--- src/hw/rtl/sppi_pkg.sv ---
// shared constants, codes and controller/datapath interface types for the peak interpolator
package sppi_pkg;

	localparam int MAX_BINS  = 4096;
	localparam int MAG_BITS  = 24;
	localparam int FRAC_BITS = 16;

	localparam int BIN_W = 12;
	localparam int N_W   = 13;
	localparam int VAL_W = 34;
	localparam int IDX_W = 29;
	localparam int ST_W  = 2;

	localparam int D_W    = MAG_BITS + 3;
	localparam int DIFF_W = MAG_BITS + 1;
	localparam int DEN_W  = MAG_BITS + 2;
	localparam int Q_W    = FRAC_BITS + 1;
	localparam int DVD_W  = MAG_BITS + FRAC_BITS + 1;
	localparam int CNT_W  = $clog2(Q_W);
	localparam int PROD_W = MAG_BITS + Q_W;
	localparam int RSH    = FRAC_BITS - 6;
	localparam int M_W    = PROD_W + 1 - RSH;
	localparam int OFF_W  = FRAC_BITS + 2;
	localparam int IRAW_W = BIN_W + FRAC_BITS + 2;
	localparam int CV_W   = MAG_BITS + 8;
	localparam int VPAD   = VAL_W - CV_W;
	localparam int MPAD   = VAL_W - M_W;

	localparam logic OP_WRITE = 1'b0;
	localparam logic OP_QUERY = 1'b1;

	localparam logic [ST_W-1:0] ST_NORMAL = 2'd0;
	localparam logic [ST_W-1:0] ST_ZERO   = 2'd1;
	localparam logic [ST_W-1:0] ST_SAT    = 2'd2;
	localparam logic [ST_W-1:0] ST_RANGE  = 2'd3;

	localparam logic [1:0] RD_C = 2'd0;
	localparam logic [1:0] RD_L = 2'd1;
	localparam logic [1:0] RD_R = 2'd2;

	typedef struct packed {
		logic       wr;
		logic       load;
		logic [1:0] rd_sel;
		logic       cap_c;
		logic       cap_l;
		logic       cap_r;
		logic       arith;
		logic       setup;
		logic       div_step;
		logic       mul;
		logic       rnd;
		logic       fin;
	} sppi_cmd_t;

	typedef struct packed {
		logic oob;
		logic skip;
		logic div_done;
	} sppi_stat_t;

endpackage

--- src/hw/rtl/sppi_ctrl.sv ---
// controller: sequences memory writes and reads, fit, divider, multiply and result transfer
module sppi_ctrl import sppi_pkg::*; (
	input  logic       clk,
	input  logic       arst_n,
	input  logic       start,
	input  logic       operation,
	input  sppi_stat_t stat,
	output sppi_cmd_t  cmd,
	output logic       busy
);

	localparam logic [3:0] S_IDLE  = 4'd0;
	localparam logic [3:0] S_RD_C  = 4'd1;
	localparam logic [3:0] S_RD_L  = 4'd2;
	localparam logic [3:0] S_RD_R  = 4'd3;
	localparam logic [3:0] S_CAP_R = 4'd4;
	localparam logic [3:0] S_ARITH = 4'd5;
	localparam logic [3:0] S_SETUP = 4'd6;
	localparam logic [3:0] S_DIV   = 4'd7;
	localparam logic [3:0] S_MUL   = 4'd8;
	localparam logic [3:0] S_RND   = 4'd9;
	localparam logic [3:0] S_FIN   = 4'd10;

	logic [3:0] state_q;
	logic [3:0] state_d;
	logic       take;

	assign take = start && (state_q == S_IDLE);
	assign busy = (state_q != S_IDLE);

	always_comb begin
		cmd        = '0;
		cmd.rd_sel = RD_C;
		state_d    = state_q;
		case (state_q)
			S_IDLE: begin
				cmd.wr   = take && (operation == OP_WRITE);
				cmd.load = take && (operation == OP_QUERY);
				if (take && (operation == OP_QUERY)) begin
					state_d = S_RD_C;
				end
			end
			S_RD_C: begin
				cmd.rd_sel = RD_C;
				state_d    = stat.oob ? S_FIN : S_RD_L;
			end
			S_RD_L: begin
				cmd.rd_sel = RD_L;
				cmd.cap_c  = 1'b1;
				state_d    = S_RD_R;
			end
			S_RD_R: begin
				cmd.rd_sel = RD_R;
				cmd.cap_l  = 1'b1;
				state_d    = S_CAP_R;
			end
			S_CAP_R: begin
				cmd.cap_r = 1'b1;
				state_d   = S_ARITH;
			end
			S_ARITH: begin
				cmd.arith = 1'b1;
				state_d   = S_SETUP;
			end
			S_SETUP: begin
				cmd.setup = 1'b1;
				state_d   = stat.skip ? S_RND : S_DIV;
			end
			S_DIV: begin
				cmd.div_step = 1'b1;
				if (stat.div_done) begin
					state_d = S_MUL;
				end
			end
			S_MUL: begin
				cmd.mul = 1'b1;
				state_d = S_RND;
			end
			S_RND: begin
				cmd.rnd = 1'b1;
				state_d = S_FIN;
			end
			S_FIN: begin
				cmd.fin = 1'b1;
				state_d = S_IDLE;
			end
			default: begin
				state_d = S_IDLE;
			end
		endcase
	end

	always_ff @(posedge clk or negedge arst_n) begin
		if (!arst_n) begin
			state_q <= S_IDLE;
		end else begin
			state_q <= state_d;
		end
	end

	a_load_busy: assert property (@(posedge clk) disable iff (!arst_n)
		cmd.load |=> busy)
		else $error("query transfer did not make the block busy");

	a_div_exit: assert property (@(posedge clk) disable iff (!arst_n)
		(state_q == S_DIV) && stat.div_done |=> (state_q == S_MUL))
		else $error("divider did not hand over to multiply");

	a_fin_idle: assert property (@(posedge clk) disable iff (!arst_n)
		cmd.fin |=> !busy)
		else $error("controller not idle after result");

endmodule

--- config.mk ---
export PLATFORM = sky130hd
export DESIGN_NAME = sppi_ctrl
export DESIGN_NICKNAME = d
export VERILOG_FILES = /design/src/hw/rtl/sppi_pkg.sv /design/src/hw/rtl/sppi_ctrl.sv
export SDC_FILE = /design/constraint.sdc
export NUM_CORES = 1
export LEC_CHECK = 0
export BUFFER_PORTS_ARGS = -buffer_cell sky130_fd_sc_hd__buf_2
export CAP_MARGIN = 20
export CORE_AREA = 2 2 39 41
export DETAILED_ROUTE_END_ITERATION = 10
export DIE_AREA = 0 0 41 43
export PLACE_DENSITY_LB_ADDON = 0.1
export SETUP_SLACK_MARGIN = 0.2
export SLEW_MARGIN = 20
export SYNTH_ARGS = -nofsm -noshare
export SYNTH_HDL_FRONTEND = slang
export SYNTH_SLANG_ARGS = --single-unit
--- constraint.sdc ---
create_clock -name clk -period 4 [get_ports clk]
set_clock_uncertainty 0.2 [all_clocks]
set_input_delay 0.8 -clock clk [delete_from_list [all_inputs] [get_ports clk]]
set_output_delay 0.8 -clock clk [all_outputs]
set_load 0.1 [all_outputs]
==> results of run 1 <==
-- through the flow --
step                      utilization [%]  setup slack [ns]  hold WS, ns
after floorplan                         -            0.2257       0.3044
after global placement              33.18             1.431       0.4072
after detailed placement            33.18             1.401       0.4066
after CTS                           34.81             1.141       0.1542
after global routing                34.81            0.9958       0.1662
final                               34.81             1.174       0.1641
-- per-layer routing --
| layer | wire length [um] | up-vias |
|---|---|---|
| met3 | 52 | 0 |
| met4 | 0 | 0 |
| met2 | 392 | 12 |
| met5 | 0 | - |
| li1 | - | 212 |
| met1 | 404 | 165 |
-- worst max-delay path by stage --
stage | start | to | slack (ns) | cells past startpoint
global route | state_q[2]$_DFFE_PN0P_ | cmd[12] | 1.0 | 4
finish | state_q[2]$_DFFE_PN0P_ | cmd[11] | 1.17 | 3
floorplan | state_q[3]$_DFFE_PN0P_ | cmd[6] | 0.23 | 3
CTS | state_q[2]$_DFFE_PN0P_ | cmd[11] | 1.14 | 3
detailed placement | state_q[2]$_DFFE_PN0P_ | cmd[11] | 1.40 | 3
global placement | state_q[2]$_DFFE_PN0P_ | cmd[11] | 1.43 | 3
-- cells by family (layout without fill, tap and decap cells) --
group           Yosys count  after routing  share of synthesized area (%)
simple gates             30             30                          40.20
compound gates           10             10                          19.93
buf+inv                   7             25                          13.28
flops                     4              4                          26.58
-- layout make-up --
type                       instances  area [um^2]  share of cell area [%]
multi-input combinational         40        231.5                   48.05
timing repair buffer              20        100.1                   20.78
tap                               16        20.02                   4.156
clock buffer                       3        22.52                   4.675
sequential                         4        100.1                   20.78
inverter                           2        7.507                   1.558
-- worst reg2reg max path, delay by kind of cell, from the launching register on --
kind / cells / cell delay [ns]
AND/OR/NAND/NOR: 2 / 0.60
flip-flops: 1 / 0.53
AO/OA/AOI/OAI: 1 / 0.16
-- placed cells by master, fill, tap and decap left out --
cell type,instances
nor2_1,7
nor3_2,1
nand3_1,1
buf_2,20
inv_1,1
o21ai_1,3
dfrtp_1,4
o32ai_2,1
nand2b_1,3
a21oi_1,3
nor2b_1,3
o311a_1,1
and3_1,1
nand2_1,7
clkbuf_4,3
a2111o_1,1
inv_2,1
nand3b_1,1
nor4_2,1
o21a_1,1
nor3_1,5
==> results.ini, run 1 <==
[outcome]
outcome = complete, no violations

[route]
drt-pass1-iter-count = 4
ant_nets = 0
avgViaCountPerCell = 4.576
drc = 0
totalWireLength_um = 849
drtIter0Drc = 7
wl_per_cell_um = 9.988
vias = 389

[yosys]
syn_area_um2 = 376.6
ys_seq_area_share_pct = 26.58
syn_inst = 51
synth_top_area_share_pct = 26.58
synth_area_per_cell_um2 = 7.385
synth_warnings = 0
syn_nets = 58
synth_edf_count = 0
synthFlopType = dfrtp_1
yosys-top-cells-area = dfrtp_1 27%, nor3_1 8.0%, nand2_1 7.0%, nor2_1 7.0%, buf_6 6.0%
synthArstFlopShare_pct = 100.0
ys_ff_latch = 4
synth_cell_type_count = 21
ys_top_cells_by_count = 7 x nand2_1, 7 x nor2_1, 6 x nor3_1, 4 x dfrtp_1
synth_top_area_cell = dfrtp_1

[clocking]
post_cts_resized = 0
post-cts-setup-buffers = 0
clockBufferDepth = 2
cts_root_buffer = clkbuf_4
clkTransAtPathRegs_ns = 0.04
cts_tree = done
htree_levels = 1
cts-hold-fix-buffers = 0
cts_inserted_buffers = 3
cts.sinks = 4
insertion_delay_ns = 0.23

[timing]
period_needed_ns = 2.826
post-route-period-util_pct = 70.66
tns_ns = 0
fmax_mhz = 353.8
drv_slew = 0
max-slew-margin-rel_pct = 67.90
worst_pin_slew_ns = 0.4849
rsz0062_at_grt = false
hold_viol = 0
finalSetupViolations = 0

[worst_setup_path]
path_max_fanout = 14
crit_path_end_kind = output port
critPathTopFamily = simple AND/OR/NAND/NOR gates
r2r_cells = 3
worst_r2r_endpoint = state_q[3]$_DFFE_PN0P_
slowest_stage = dfrtp_1
crit_type = reg2out
required_ns = 3.00
timing.critical_path.buf_inv = 1
startpoint_type = flip-flop
r2r_start = state_q[2]$_DFFE_PN0P_
cp_cell_sequence = nor4_2 > and3_1 > buf_2
r2r_setup_slack_ns = 2.40
cp_slowest_stage_delay_ns = 0.53
crit_arrival_ns = 1.83

[floorplanning]
ioPinCount = 21
rows = 14
start_util_pct = 27.22
die_area_um2 = 1763
core_area_um2 = 1384
die_width_um = 41
fp.dieH_um = 43

[run]
maxCapViolCount = 0

[hold_path]
hold_path.class = in2async

[place]
dpl-instance-area_um2 = 459.2
numPortBuffers = 20
dp_hpwl_um = 610.6
place_inst = 82
place_congestion = 0.6710

[global_routing]
grt_pass1_vias = 286
gr-total-overflow = 0
grt_max_degree = 15
grt_pass1_wl_um = 1207
antenna_found_initial = 0
grtUsageMet3_pct = 0
use_met2_pct = 11.88
grt.total_usage_pct = 10.00
busiest_layer = met1
met1_usage_pct = 16.07

[finish]
fillerInstances = 147
fin_cells = 85
n_antenna_cell = 0
top_register = state_q
largest_reg_flops = 4
nNetsFinal = 78
top_regs = state_q x4
fin_area_um2 = 481.7
syn_to_final_growth_pct = 27.91
final_layout_size_suffix_gt1_share_pct = 39.13

Power of run 1 is not shown: default switching activity piles up to over one toggle a cycle in this logic, so the estimate is an artifact.
==> run 2, diff against run 1 <==
Clock period 4 ns to 2.3 ns, I/O delays scaled along.
==> run 2 against run 1 <==
  * Critical path depth increased by 1
  * Final cell count increased by 13%
  * Design area increased by 85%
  * Register-to-register slack got worse by 1.6 ns
  * Die area unchanged
  * Via count increased by 13%
  * Core utilization increased by 30 points
  * Sequential share of layout area decreased by 9.3 points
  * Flip-flop and latch count unchanged
  * Wire length increased by 15%
  * Highest routed layer unchanged
==> results.ini, run 2 (same netlist as run 1, synthesis figures left out) <==
[outcome]
outcome = complete, no violations

[timing]
period_needed_ns = 2.090
finalSetupViolations = 0  ; unchanged
rsz0062_at_grt = true
drv_slew = 0  ; unchanged
post-route-period-util_pct = 90.87
hold_viol = 0  ; unchanged
fmax_mhz = 478.4
max-slew-margin-rel_pct = 80.11  ; +12 points
layout_setup_ws_ns = 0.2099  ; -0.9636 ns
worst_pin_slew_ns = 0.2977  ; -0.1872 ns

[clocking]
cts_inserted_buffers = 3  ; unchanged
htree_levels = 1  ; unchanged
clkTransAtPathRegs_ns = 0.03  ; about the same
cts.sinks = 4  ; unchanged
insertion_delay_ns = 0.23  ; about the same
cts_tree = done
cts_root_buffer = clkbuf_4
clockBufferDepth = 2  ; unchanged

[global_routing]
grt_pass1_vias = 406  ; +42%
grt_max_degree = 14  ; -1
grtUsageMet3_pct = 0  ; unchanged
grt.total_usage_pct = 12.98  ; +3.0 points
use_met2_pct = 22.19  ; +10 points
antenna_found_initial = 0  ; unchanged
gr-total-overflow = 0  ; unchanged
busiest_layer = met2
grt_pass1_wl_um = 1566  ; +30%
met1_usage_pct = 14.95  ; -1.1 points

[route]
drtIter0Drc = 5  ; -2
drt-pass1-iter-count = 4  ; unchanged
wl_per_cell_um = 10.19  ; +2.0%
vias = 441  ; +13%
drc = 0  ; unchanged
ant_nets = 0  ; unchanged
totalWireLength_um = 978  ; +15%
avgViaCountPerCell = 4.594  ; +0.38%

[floorplanning]
rows = 14  ; unchanged
die_area_um2 = 1763  ; unchanged
die_width_um = 41  ; unchanged
fp.dieH_um = 43  ; unchanged
core_area_um2 = 1384  ; unchanged
start_util_pct = 27.22  ; unchanged
ioPinCount = 21  ; unchanged

[finish]
final_cell_mix = 13 x buf_12, 8 x buf_4, 7 x nand2_1, 6 x buf_2, 5 x nor3_4
nNetsFinal = 89  ; +14%
fillerInstances = 121  ; -18%
n_antenna_cell = 0  ; unchanged
top_regs = state_q x4
top_register = state_q
largest_reg_flops = 4  ; unchanged
layout.cells.most_common = buf_12
final_layout_size_suffix_gt1_share_pct = 66.25  ; +27 points
syn_to_final_growth_pct = 137.2

[place]
place_ws_ns = 0.3226  ; -1.078 ns
place_congestion = 0.7368  ; +9.8%
dp_hpwl_um = 783.5  ; +28%
numPortBuffers = 20  ; unchanged

[worst_setup_path]
required_ns = 1.64  ; -1.36 ns
crit_arrival_ns = 1.43  ; -0.40 ns
crit_type = reg2out
crit_path_end_kind = output port
path_max_fanout = 3  ; -11
startpoint_type = flip-flop

[run]
maxCapViolCount = 0  ; unchanged

[hold_path]
hold_path.class = in2reg

==> run 2: changes by cell type in the layout (fill, tap and decap cells not counted), moves of 3 or more <==
cell      before  now
nor3_4         0    5
buf_12         0   13
nor3_1         5    1
nor2_4         0    4
buf_2         20    6
nand2b_1       3    0
nand2b_4       0    3
nor2_1         7    1
buf_4          0    8
==> run 2: final timing paths <==
kind / start / endpoint / slack (ns) / cells after the start
hold / removal: stat[0] / state_q[3]$_DFFE_PN0P_ / 0.35 / 2
setup / recovery: state_q[0]$_DFFE_PN0P_ / cmd[8] / 0.21 / 4
setup reg to reg: state_q[3]$_DFFE_PN0P_ / state_q[3]$_DFFE_PN0P_ / 0.76 / 4
hold reg to reg: state_q[3]$_DFFE_PN0P_ / state_q[2]$_DFFE_PN0P_ / 0.49 / 2
max in group asynchronous: arst_n / state_q[0]$_DFFE_PN0P_ / 1.41 / 2
min in group asynchronous: arst_n / state_q[1]$_DFFE_PN0P_ / 0.36 / 2
==> run 2: layout make-up <==
cell class	instances	area, um^2	share of cell area [%]
flip-flops and latches	4	102.6	11.48
well taps	16	20.02	2.241
repair buffers	31	390.4	43.70
multi-input cells	40	350.3	39.22
clock buffers	3	22.52	2.521
inverters	2	7.507	0.8403
==> run 2: layer usage <==
metal	routed length [um]	share of wire (%)
met5	0	0
met1	371	38
met4	0	0
met3	32	3.3
met2	574	59
==> run 2: worst max-delay path, stage by stage, from the launching register on <==
cell,delay (ns)
dfrtp_2,0.42
buf_4,0.15
nand2b_4,0.16
nor3_4,0.26
buf_12,0.21
==> run 2: what timing repair did <==
item / in CTS / in global routing
buffers inserted: 3 / 3
resized for setup: 6 / 1
endpoints found under the setup margin: 11 / 3
pin swaps: 0 / 3
hold buffers: 1 / 0
endpoints found under the hold margin: 4 / 0
==> run 2: per-stage QoR <==
| step | std cells | setup TNS (ns) | util, % | area, um^2 | hold slack, ns |
|---|---|---|---|---|---|
| after detailed placement | 86 | 0 | 57.05 | 789.5 | 0.06538 |
| after global routing | 96 | 0 | 64.56 | 893.4 | 0.3478 |
| after global placement | 86 | 0 | 57.05 | 789.5 | 0.06449 |
| after CTS | 93 | 0 | 62.75 | 868.3 | 0.3408 |
| after floorplan | 51 | -0.2697 | - | 505.5 | -0.03559 |
| final | 96 | 0 | 64.56 | 893.4 | 0.3469 |
Power of run 2 is left out for the same reason.
==> run 3, diff against run 2 <==
Settings changed: RECOVER_POWER from default to 100.
Clock period 2.3 ns to 2.55 ns, I/O delays scaled along.
==> run 3 against run 2 <==
  * Worst setup slack better by 0.014 ns
  * Global-route usage increased by 0.53 points
  * Worst hold slack improved by 0.038 ns
  * First-iteration DRC count up 40%
  * Critical path depth unchanged
  * Final cell count shrank 6.3%
  * Critical endpoint is now cmd[12]
==> results.ini, run 3 (same netlist as run 1, synthesis figures left out) <==
[global_routing]
grt_pass1_vias = 413  ; +1.7%
grt_pass1_wl_um = 1676  ; +7.0%
grt.total_usage_pct = 13.51  ; +0.53 points
gr-total-overflow = 0  ; unchanged
antenna_found_initial = 0  ; unchanged
grt_max_degree = 9  ; -5

[finish]
fillerInstances = 151  ; +25%
final_cell_mix = 10 x clkbuf_2, 7 x nand2_1, 6 x nor2_1, 6 x buf_2, 5 x clkbuf_4
fin_area_um2 = 586.8  ; -34%
top_register = state_q
layout.cells.most_common = clkbuf_2
fin_util_pct = 42.41  ; -22 points
top_regs = state_q x4
largest_reg_flops = 4  ; unchanged
nNetsFinal = 83  ; -6.7%
syn_to_final_growth_pct = 55.81
final_layout_size_suffix_gt1_share_pct = 47.30  ; -19 points
n_antenna_cell = 0  ; unchanged

[worst_setup_path]
slowest_stage = dfrtp_2
startpoint_type = flip-flop
path_max_fanout = 8  ; +5
crit_path_end_kind = output port
crit_type = reg2out
r2r_setup_slack_ns = 0.93  ; +0.17 ns
cp_cell_sequence = nor4_4 > nand2_1 > nor2_4 > clkbuf_4
critPathTopFamily = simple AND/OR/NAND/NOR gates
timing.critical_path.buf_inv = 1  ; -1
crit_arrival_ns = 1.62  ; +0.19 ns
required_ns = 1.84  ; +0.20 ns
cp_slowest_stage_delay_ns = 0.49  ; +0.07 ns

[timing]
period_needed_ns = 2.326
hold_viol = 0  ; unchanged
post-route-period-util_pct = 91.22
drv_slew = 0  ; unchanged
rsz0062_at_grt = true
finalSetupViolations = 0  ; unchanged
max-slew-margin-rel_pct = 64.12  ; -16 points
fmax_mhz = 429.9
worst_pin_slew_ns = 0.5405  ; +0.2428 ns
timing.hold.ws_ns = 0.3854  ; +0.03848 ns

[route]
drt-pass1-iter-count = 4  ; unchanged
wl_met1_um = 449  ; +21%
ant_nets = 0  ; unchanged
wl_met3_um = 42  ; +31%
drtIter0Drc = 7  ; +2
vias = 420  ; -4.8%
wl_met2_um = 466  ; -19%
totalWireLength_um = 958  ; -2.0%
drc = 0  ; unchanged
highest_layer = met3
wl_per_cell_um = 10.64  ; +4.5%
avgViaCountPerCell = 4.667  ; +1.6%

[clocking]
htree_levels = 1  ; unchanged
cts_tree = done
cts_inserted_buffers = 3  ; unchanged
cts_root_buffer = clkbuf_4
cts.sinks = 4  ; unchanged
clockBufferDepth = 2  ; unchanged
insertion_delay_ns = 0.23  ; about the same
clkTransAtPathRegs_ns = 0.04  ; about the same

[place]
dp_hpwl_um = 764.3  ; -2.5%
numPortBuffers = 20  ; unchanged
dpl-instance-area_um2 = 559.3  ; -29%
place_congestion = 0.7296  ; -0.98%

[floorplanning]
ioPinCount = 21  ; unchanged
core_area_um2 = 1384  ; unchanged
die_area_um2 = 1763  ; unchanged
start_util_pct = 27.22  ; unchanged
rows = 14  ; unchanged
fp.dieH_um = 43  ; unchanged
die_width_um = 41  ; unchanged

[run]
maxCapViolCount = 0  ; unchanged

[outcome]
outcome = complete, no violations

[hold_path]
hold_path.class = in2reg

==> run 3: cell count changes in the layout (fill, tap and decap cells not counted), moves of 2 or more <==
cell | previous run | this run
buf_12 | 13 | 1
buf_4 | 8 | 3
buf_6 | 2 | 0
clkbuf_1 | 0 | 2
clkbuf_2 | 0 | 10
nand2b_1 | 0 | 3
nand2b_4 | 3 | 0
nor2_1 | 1 | 6
nor2_2 | 2 | 0
nor2_4 | 4 | 1
nor3_2 | 0 | 3
nor3_4 | 5 | 2
==> run 3: cell type report <==
class,count,area [um^2],share of cell area [%]
clock buffer,3,22.52,3.838
inverter,2,7.507,1.279
multi-input combinational,40,280.3,47.76
sequential,4,101.3,17.27
tap,16,20.02,3.412
timing repair buffer,25,155.1,26.44
==> run 3: final timing paths <==
check | startpoint | cells after the start | to
worst max register to register | state_q[1]$_DFFE_PN0P_ | 4 | state_q[3]$_DFFE_PN0P_
min in group asynchronous | arst_n | 2 | state_q[0]$_DFFE_PN0P_
worst min register to register | state_q[3]$_DFFE_PN0P_ | 1 | state_q[2]$_DFFE_PN0P_
max in group asynchronous | arst_n | 2 | state_q[2]$_DFFE_PN0P_
worst min-delay path | stat[0] | 2 | state_q[3]$_DFFE_PN0P_
worst max-delay path | state_q[2]$_DFFE_PN0P_ | 4 | cmd[12]
==> run 3: per-layer routing <==
metal	GRT usage, %	vias to the layer above
li1	-	220
met2	20.63	11
met1	18.24	189
met4	4.000	0
met5	0	-
met3	3.141	0
==> run 3: timing repair <==
item	4_1_cts	5_1_grt
setup buffers	0	0
hold buffers	1	0
resized for setup	4	5
setup endpoints to repair	4	9
hold endpoints to repair	4	0
==> run 3: metrics by stage <==
step	setup slack [ns]	setup TNS, ns	instances
floorplan	-0.2075	-1.335	51
global placement	0.4261	0	86
detailed placement	0.4300	0	86
CTS	0.2067	0	90
global route	0.1076	0	90
finish	0.2238	0	90
==> run 3: worst register-to-register path, delay by kind of cell (launching register included) <==
| kind | cells | cell delay (ns) |
|---|---|---|
| flops | 1 | 0.53 |
| compound gates | 3 | 0.55 |
| buf+inv | 1 | 0.28 |
Power of run 3 is left out for the same reason.
